## config.mk

```make
export PLATFORM = sky130hd
export DESIGN_NAME = thermostat_fahrenheit_controller
export DESIGN_NICKNAME = d
export VERILOG_FILES = /design/src/hw/rtl/thfc_pkg.sv /design/src/hw/rtl/thfc_csr.sv /design/src/hw/rtl/thfc_conv.sv /design/src/hw/rtl/thfc_ctrl.sv /design/src/hw/rtl/thermostat_fahrenheit_controller.sv
export VERILOG_INCLUDE_DIRS = /design/src /design/src/hw/rtl
export SDC_FILE = /design/constraint.sdc
export NUM_CORES = 1
export LEC_CHECK = 0
export ABC_AREA = 1
export BUFFER_PORTS_ARGS = -buffer_cell sky130_fd_sc_hd__buf_4
export CAP_MARGIN = 5
export CELL_PAD_IN_SITES_DETAIL_PLACEMENT = 1
export CELL_PAD_IN_SITES_GLOBAL_PLACEMENT = 1
export CORE_ASPECT_RATIO = 0.9
export CORE_MARGIN = 5
export CORE_UTILIZATION = 47
export DETAILED_ROUTE_END_ITERATION = 8
export GPL_TIMING_DRIVEN = 0
export PLACE_DENSITY = 0.9
export SYNTH_ARGS = -nofsm -noshare
export SYNTH_HDL_FRONTEND = slang
export SYNTH_HIERARCHICAL = 1
export SYNTH_SLANG_ARGS = --single-unit
```

## constraint.sdc

```tcl
create_clock -name clock -period 10.35 [get_ports clock]
set_clock_uncertainty 0.05 [all_clocks]
set_input_delay 0.5175 -clock clock [delete_from_list [all_inputs] [get_ports clock]]
set_output_delay 0.5175 -clock clock [all_outputs]
set_load 0.01 [all_outputs]
```

## src/hw/rtl/assert_macros.svh

```systemverilog
// assertion macros shared by the thermostat rtl
`ifndef ASSERT_MACROS_SVH
`define ASSERT_MACROS_SVH

// same-cycle implication, disabled during reset
`define ASSERT_IMPL(label, clk, rst, ante, cons) \
   label: assert property (@(posedge clk) disable iff (rst) (ante) |-> (cons)) \
      else $error("same-cycle assertion failed");

// next-cycle implication, disabled during reset
`define ASSERT_NEXT(label, clk, rst, ante, cons) \
   label: assert property (@(posedge clk) disable iff (rst) (ante) |=> (cons)) \
      else $error("next-cycle assertion failed");

`endif

```

## src/hw/rtl/thfc_pkg.sv

```systemverilog
// shared types and constants for the fahrenheit thermostat
package thfc_pkg;

   // field widths
   localparam int RAW_W    = 11;
   localparam int F10_W    = 12;
   localparam int WHOLE_W  = 9;
   localparam int TENTHS_W = 4;
   localparam int LIMIT_W  = 8;
   localparam int CSR_IDX_W = 8;

   // conversion constants
   localparam logic [F10_W-1:0] F10_OFFSET = 12'd320;
   // 6554 / 2^16 approximates one tenth, exact for every f10 this block can see
   localparam int               RECIP_W     = 13;
   localparam logic [RECIP_W-1:0] RECIP_TEN = 13'd6554;
   localparam int               RECIP_SHIFT = 16;

   // register reset values
   localparam logic [LIMIT_W-1:0] LOW_LIMIT_RESET  = 8'd65;
   localparam logic [LIMIT_W-1:0] HIGH_LIMIT_RESET = 8'd75;

   // register indexes
   localparam logic [CSR_IDX_W-1:0] CSR_LOW_LIMIT  = 8'd0;
   localparam logic [CSR_IDX_W-1:0] CSR_HIGH_LIMIT = 8'd1;

   // saturation point for limit compares
   localparam logic [LIMIT_W-1:0] COMPARE_MAX = 8'd255;

   typedef struct packed {
      logic [LIMIT_W-1:0] low;
      logic [LIMIT_W-1:0] high;
   } limits_type;

   typedef struct packed {
      logic changed;
      logic heater;
      logic cooler;
   } status_type;

endpackage

```

## src/hw/rtl/thfc_csr.sv

```systemverilog
// limit registers written through the csr channel
module thfc_csr
   import thfc_pkg::*;
(
   input  logic                 clock,
   input  logic                 reset,
   input  logic                 csr_valid,
   input  logic [CSR_IDX_W-1:0] csr_index,
   input  logic [LIMIT_W-1:0]   csr_wdata,
   output limits_type           limits
);

   logic [LIMIT_W-1:0] low_ff, low_in;
   logic [LIMIT_W-1:0] high_ff, high_in;

   // decode the write beat, unknown indexes are dropped
   always_comb begin
      low_in  = low_ff;
      high_in = high_ff;
      if (csr_valid) begin
         case (csr_index)
            CSR_LOW_LIMIT:  low_in  = csr_wdata;
            CSR_HIGH_LIMIT: high_in = csr_wdata;
            default: ;
         endcase
      end
   end

   always_ff @(posedge clock) begin
      if (reset) begin
         low_ff  <= LOW_LIMIT_RESET;
         high_ff <= HIGH_LIMIT_RESET;
      end else begin
         low_ff  <= low_in;
         high_ff <= high_in;
      end
   end

   assign limits.low  = low_ff;
   assign limits.high = high_ff;

endmodule

```

## src/hw/rtl/thfc_conv.sv

```systemverilog
// celsius sixteenths to fahrenheit whole degrees and tenths
module thfc_conv
   import thfc_pkg::*;
(
   input  logic [RAW_W-1:0]    raw,
   output logic [WHOLE_W-1:0]  whole,
   output logic [TENTHS_W-1:0] tenths
);

   logic [RAW_W+3:0]           times9;
   logic [F10_W-1:0]           f10;
   logic [F10_W+RECIP_W-1:0]   recip_prod;
   logic [F10_W-1:0]           whole_x10;
   logic [F10_W-1:0]           rem;

   // raw * 9 / 8 + 320, in tenths of a degree
   assign times9 = {1'b0, raw, 3'b000} + {4'b0000, raw};
   assign f10    = times9[RAW_W+3:3] + F10_OFFSET;

   // divide by ten through the reciprocal
   assign recip_prod = {{RECIP_W{1'b0}}, f10} * {{F10_W{1'b0}}, RECIP_TEN};
   assign whole      = recip_prod[RECIP_SHIFT+WHOLE_W-1:RECIP_SHIFT];

   // remainder from whole * 10
   assign whole_x10 = {whole, 3'b000} + {2'b00, whole, 1'b0};
   assign rem       = f10 - whole_x10;
   assign tenths    = rem[TENTHS_W-1:0];

endmodule

```

## src/hw/rtl/thfc_ctrl.sv

```systemverilog
// change detect and heat/cool decision with the kept thermostat state
`include "assert_macros.svh"

module thfc_ctrl
   import thfc_pkg::*;
(
   input  logic                clock,
   input  logic                reset,
   input  logic                advance,
   input  logic [WHOLE_W-1:0]  whole,
   input  logic [TENTHS_W-1:0] tenths,
   input  limits_type          limits,
   output status_type          status
);

   logic [WHOLE_W-1:0]  prev_whole_ff, prev_whole_in;
   logic [TENTHS_W-1:0] prev_tenths_ff, prev_tenths_in;
   logic                heater_ff, heater_in;
   logic                cooler_ff, cooler_in;
   logic [LIMIT_W-1:0]  temp_sat;
   logic                below_low;
   logic                above_high;

   // saturate for the limit compares
   assign temp_sat   = whole[WHOLE_W-1] ? COMPARE_MAX : whole[LIMIT_W-1:0];
   assign below_low  = temp_sat < limits.low;
   assign above_high = temp_sat > limits.high;

   // one action per reading, first match wins
   always_comb begin
      heater_in = heater_ff;
      cooler_in = cooler_ff;
      if (below_low && !heater_ff) begin
         heater_in = 1'b1;
      end else if (!below_low && heater_ff) begin
         heater_in = 1'b0;
      end else if (!above_high && cooler_ff) begin
         cooler_in = 1'b0;
      end else if (above_high && !cooler_ff) begin
         cooler_in = 1'b1;
      end
   end

   assign prev_whole_in  = whole;
   assign prev_tenths_in = tenths;

   assign status.changed = (whole != prev_whole_ff) || (tenths != prev_tenths_ff);
   assign status.heater  = heater_in;
   assign status.cooler  = cooler_in;

   // state moves only when a reading leaves the input stage
   always_ff @(posedge clock) begin
      if (reset) begin
         prev_whole_ff  <= '0;
         prev_tenths_ff <= '0;
         heater_ff      <= 1'b0;
         cooler_ff      <= 1'b0;
      end else if (advance) begin
         prev_whole_ff  <= prev_whole_in;
         prev_tenths_ff <= prev_tenths_in;
         heater_ff      <= heater_in;
         cooler_ff      <= cooler_in;
      end
   end

   // checks
   `ASSERT_NEXT(a_hold_when_idle, clock, reset, !advance,
                $stable(heater_ff) && $stable(cooler_ff) && $stable(prev_whole_ff))
   `ASSERT_NEXT(a_heat_on_rule, clock, reset, advance && below_low && !heater_ff,
                heater_ff && $stable(cooler_ff))
   `ASSERT_NEXT(a_single_action, clock, reset, advance,
                !((heater_ff != $past(heater_ff)) && (cooler_ff != $past(cooler_ff))))

endmodule

```

## src/hw/rtl/thermostat_fahrenheit_controller.sv

```systemverilog
// a reading moves from the input register to the result register once that is free;
// throughput: one reading per cycle while rsp_ready does not stall, the conversion
// and decision take a single pass from the input register to the result register
// reset: synchronous, active high; limits return to 65 and 75, heater and cooler
// off, previous reading 0.0, both pipeline stages empty
`include "assert_macros.svh"

module thermostat_fahrenheit_controller
   import thfc_pkg::*;
(
   input  logic                 clock,
   input  logic                 reset,
   // input channel
   input  logic                 req_valid,
   output logic                 req_ready,
   input  logic [RAW_W-1:0]     req_raw_reading,
   // result channel
   output logic                 rsp_valid,
   input  logic                 rsp_ready,
   output logic [WHOLE_W-1:0]   rsp_whole_degrees,
   output logic [TENTHS_W-1:0]  rsp_tenths,
   output logic                 rsp_reading_changed,
   output logic                 rsp_heater_drive,
   output logic                 rsp_cooler_drive,
   // configuration channel
   input  logic                 csr_valid,
   output logic                 csr_ready,
   input  logic [CSR_IDX_W-1:0] csr_index,
   input  logic [LIMIT_W-1:0]   csr_wdata
);

   logic                stage_valid_ff, stage_valid_in;
   logic [RAW_W-1:0]    stage_raw_ff;
   logic                rsp_valid_ff, rsp_valid_in;
   logic [WHOLE_W-1:0]  rsp_whole_ff;
   logic [TENTHS_W-1:0] rsp_tenths_ff;
   status_type          rsp_status_ff;
   logic                out_free;
   logic                stage_adv;
   logic                req_take;
   logic [WHOLE_W-1:0]  conv_whole;
   logic [TENTHS_W-1:0] conv_tenths;
   limits_type          limits;
   status_type          status;

   // handshake control
   assign out_free  = !rsp_valid_ff || rsp_ready;
   assign stage_adv = stage_valid_ff && out_free;
   assign req_ready = !stage_valid_ff || out_free;
   assign req_take  = req_valid && req_ready;
   assign csr_ready = 1'b1;

   assign stage_valid_in = req_take || (stage_valid_ff && !stage_adv);
   assign rsp_valid_in   = stage_adv || (rsp_valid_ff && !rsp_ready);

   always_ff @(posedge clock) begin
      if (reset) begin
         stage_valid_ff <= 1'b0;
         rsp_valid_ff   <= 1'b0;
      end else begin
         stage_valid_ff <= stage_valid_in;
         rsp_valid_ff   <= rsp_valid_in;
      end
   end

   // input register
   always_ff @(posedge clock) begin
      if (req_take) begin
         stage_raw_ff <= req_raw_reading;
      end
   end

   thfc_csr u_csr (
      .clock     (clock),
      .reset     (reset),
      .csr_valid (csr_valid),
      .csr_index (csr_index),
      .csr_wdata (csr_wdata),
      .limits    (limits)
   );

   thfc_conv u_conv (
      .raw    (stage_raw_ff),
      .whole  (conv_whole),
      .tenths (conv_tenths)
   );

   thfc_ctrl u_ctrl (
      .clock   (clock),
      .reset   (reset),
      .advance (stage_adv),
      .whole   (conv_whole),
      .tenths  (conv_tenths),
      .limits  (limits),
      .status  (status)
   );

   // result register
   always_ff @(posedge clock) begin
      if (stage_adv) begin
         rsp_whole_ff  <= conv_whole;
         rsp_tenths_ff <= conv_tenths;
         rsp_status_ff <= status;
      end
   end

   assign rsp_valid           = rsp_valid_ff;
   assign rsp_whole_degrees   = rsp_whole_ff;
   assign rsp_tenths          = rsp_tenths_ff;
   assign rsp_reading_changed = rsp_status_ff.changed;
   assign rsp_heater_drive    = rsp_status_ff.heater;
   assign rsp_cooler_drive    = rsp_status_ff.cooler;

   // checks
   `ASSERT_NEXT(a_stage_kept, clock, reset, stage_valid_ff && !stage_adv,
                stage_valid_ff && $stable(stage_raw_ff))
   `ASSERT_IMPL(a_tenths_digit, clock, reset, rsp_valid_ff, rsp_tenths_ff <= 4'd9)
   `ASSERT_IMPL(a_whole_floor, clock, reset, rsp_valid_ff, rsp_whole_ff >= 9'd32)

endmodule
```

==> results.tsv <==
metric	value	unit
crit_type	reg2reg	
tritoncts	done	
synth-edff-count	27	
overflow	0	
r2r_start	stage_raw_ff[3]$_DFFE_PP_	
slowest_stage	fa_1	
ys_top_cells_by_area	ha_1, edfxtp_1, fa_1	
rows	40	
clk_path_buf_depth	2	
clk_latency	0.34	ns
die_area	15900	um2
critPathArrivalTime	8.67	ns
grt_max_degree	20	
cts_buffers	9	
dr.pass1.iters	4	
drive_gt1_frac	0.131	
multi_input_area	4230	um2
seq_area_frac_synth	0.232	
startpoint_type	flip-flop	
slowest_delay	0.54	ns
worst_hold_path.endpoint	stage_raw_ff[3]$_DFFE_PP_	
ctsHoldBuffers	0	
maxCapViolCount	0	
tightest_slew	0.881	ns
synthCells	784	
timing.final.hold_violations	0	
async_flop_share	0	
synth_flop_cell	dfxtp_1	
post_cts_buffers	0	
r2r_cells	39	
detail_route.iter0.violations	217	
portBuffers	49	
yosysTopAreaCell	ha_1	
fp.coreArea	13300	um2
hold_path_startpoint	req_raw_reading[3]	
cts_root_buf	clkbuf_16	
path_clk_slew	0.06	ns
die_w	132	um
slew_headroom	0.408	
setup-violations-final	0	
routed_wirelength	18.5	mm
critPathCaptureType	flip-flop	
initial_core_util	0.477	
dr_total_vias	5489	
rrSetupSlack	1.72	ns
min_period	8.63	ns
seqCellArea	1470	um2
path_buf_inv	13	
finalMaxSlewViolations	0	
status	finished clean	
critPathRequiredTime	10.39	ns
h-tree-depth	3	
drc	0	
grt_pass1_vias	6201	
die_h	120	um
min_path_type	in2reg	
hpwl	13.6	mm
synth_area_per_cell	8.10	um2
fillerInstances	1648	
path_common_cell	inv_1	
tns	0	ns
final_antenna_net_count	0	
nNetsFinal	1028	
drt-wirelength-per-cell	18.1	um
cts.sink_count	60	
synth_cell_types	36	
synth_common_cells	inv_1, nand2_1, ha_1, nor2_1, nand3_1	
synth_warnings	6	
yosysMostFrequentCell	inv_1	
ioPinCount	51	
hold_depth	1	
num_antenna_cells	0	
grt_setup_unrepaired	no	
cp_top_family	adder cells	
grt_pass1_wl	30.9	mm
reg2reg_to	rsp_cooler_drive$_DFFE_PP_	
fmax	0.116	GHz
syn_area	6350	um2
via_per_inst	5.39	
synth_top_area_share	0.223	
gp_congestion	0.833	
antenna_found_initial	0	
synth_nets	967	
synth-seq-cells	60	
post_cts_resized	0	
area_delta_synth_final	13.9	%
cp_max_fo	7	
globalRouteTotalUtil	0.244	
fin_crit_sh	0.834	
## area by class of cell
cell class	count	area share
multi-input combinational	557	0.586
sequential	60	0.204
inverter	159	0.0826
timing repair buffer	50	0.0530
clock buffer	11	0.0322
tap	168	0.0291
clock inverter	5	0.00727
buffer	8	0.00675
## kinds of logic (layout without fill, tap and decap cells)
| logic type | Yosys count | after routing | synth area share |
|---|---|---|---|
| other | 1 | 1 | 0.000591 |
| buffers and inverters | 167 | 233 | 0.102 |
| adders and majority gates | 151 | 151 | 0.343 |
| and+or+nand+nor | 299 | 299 | 0.215 |
| xor gates and xnor gates | 27 | 27 | 0.0396 |
| DFF | 60 | 60 | 0.232 |
| AOI/OAI and AO/OA | 79 | 79 | 0.0682 |
## sequential cells by signal (all words and copies together) (netlist names)
register / cells
rsp_cooler_drive: 1
rsp_heater_drive: 1
rsp_reading_changed: 1
rsp_tenths: 4
rsp_valid: 1
rsp_whole_degrees: 9
stage_raw_ff: 11
stage_valid_ff: 1
u_csr/high_ff: 8
u_csr/low_ff: 8
u_ctrl/cooler_ff: 1
u_ctrl/heater_ff: 1
u_ctrl/prev_tenths_ff: 4
u_ctrl/prev_whole_ff: 9
## worst max-delay path by stage
stage | start | endpoint | slack, ns | cells past startpoint
2_1_floorplan | stage_raw_ff[3]$_DFFE_PP_ | rsp_cooler_drive$_DFFE_PP_ | 3.08 | 38
3_3_place_gp | stage_raw_ff[3]$_DFFE_PP_ | rsp_cooler_drive$_DFFE_PP_ | 2.12 | 39
3_5_place_dp | stage_raw_ff[3]$_DFFE_PP_ | rsp_cooler_drive$_DFFE_PP_ | 1.93 | 39
4_1_cts | stage_raw_ff[3]$_DFFE_PP_ | rsp_cooler_drive$_DFFE_PP_ | 1.71 | 39
5_1_grt | stage_raw_ff[3]$_DFFE_PP_ | rsp_cooler_drive$_DFFE_PP_ | 1.19 | 39
6_report | stage_raw_ff[3]$_DFFE_PP_ | rsp_cooler_drive$_DFFE_PP_ | 1.72 | 39
## through the flow
step	worst slack [ns]	hold WS [ns]	cell area, um2	utilization	cells
3_5_place_dp	1.93	0.396	6940	0.522	1002
5_1_grt	1.19	0.287	7230	0.543	1018
6_report	1.72	0.305	7230	0.543	1018
2_1_floorplan	3.08	0.379	6350	-	784
4_1_cts	1.71	0.290	7230	0.543	1018
3_3_place_gp	2.12	0.395	6930	0.520	1001
## placed cells by master (no fill, tap or decap), drive strengths merged, types with 2 or more instances in the layout
| master | instances |
|---|---|
| a21o | 4 |
| a21oi | 41 |
| a31oi | 2 |
| buf | 55 |
| clkbuf | 14 |
| clkinv | 3 |
| dfxtp | 33 |
| edfxtp | 27 |
| fa | 38 |
| ha | 113 |
| inv | 159 |
| nand2 | 157 |
| nand3 | 50 |
| nand3b | 3 |
| nand4 | 8 |
| nor2 | 70 |
| nor3 | 3 |
| o21a | 2 |
| o21ai | 25 |
| o21bai | 2 |
| or2 | 7 |
| xnor2 | 13 |
| xor2 | 14 |
## routing by layer
metal | up-vias | global-route usage | wire length, um
li1 | 2623 | - | -
met1 | 2674 | 0.281 | 7700
met2 | 150 | 0.444 | 9290
met3 | 42 | 0.0433 | 817
met4 | 0 | 0.110 | 654
met5 | - | 0 | 0
Power is left out: the tool's default activity adds up to more than one toggle a clock period on the data nets, which glitch-free logic cannot reach.
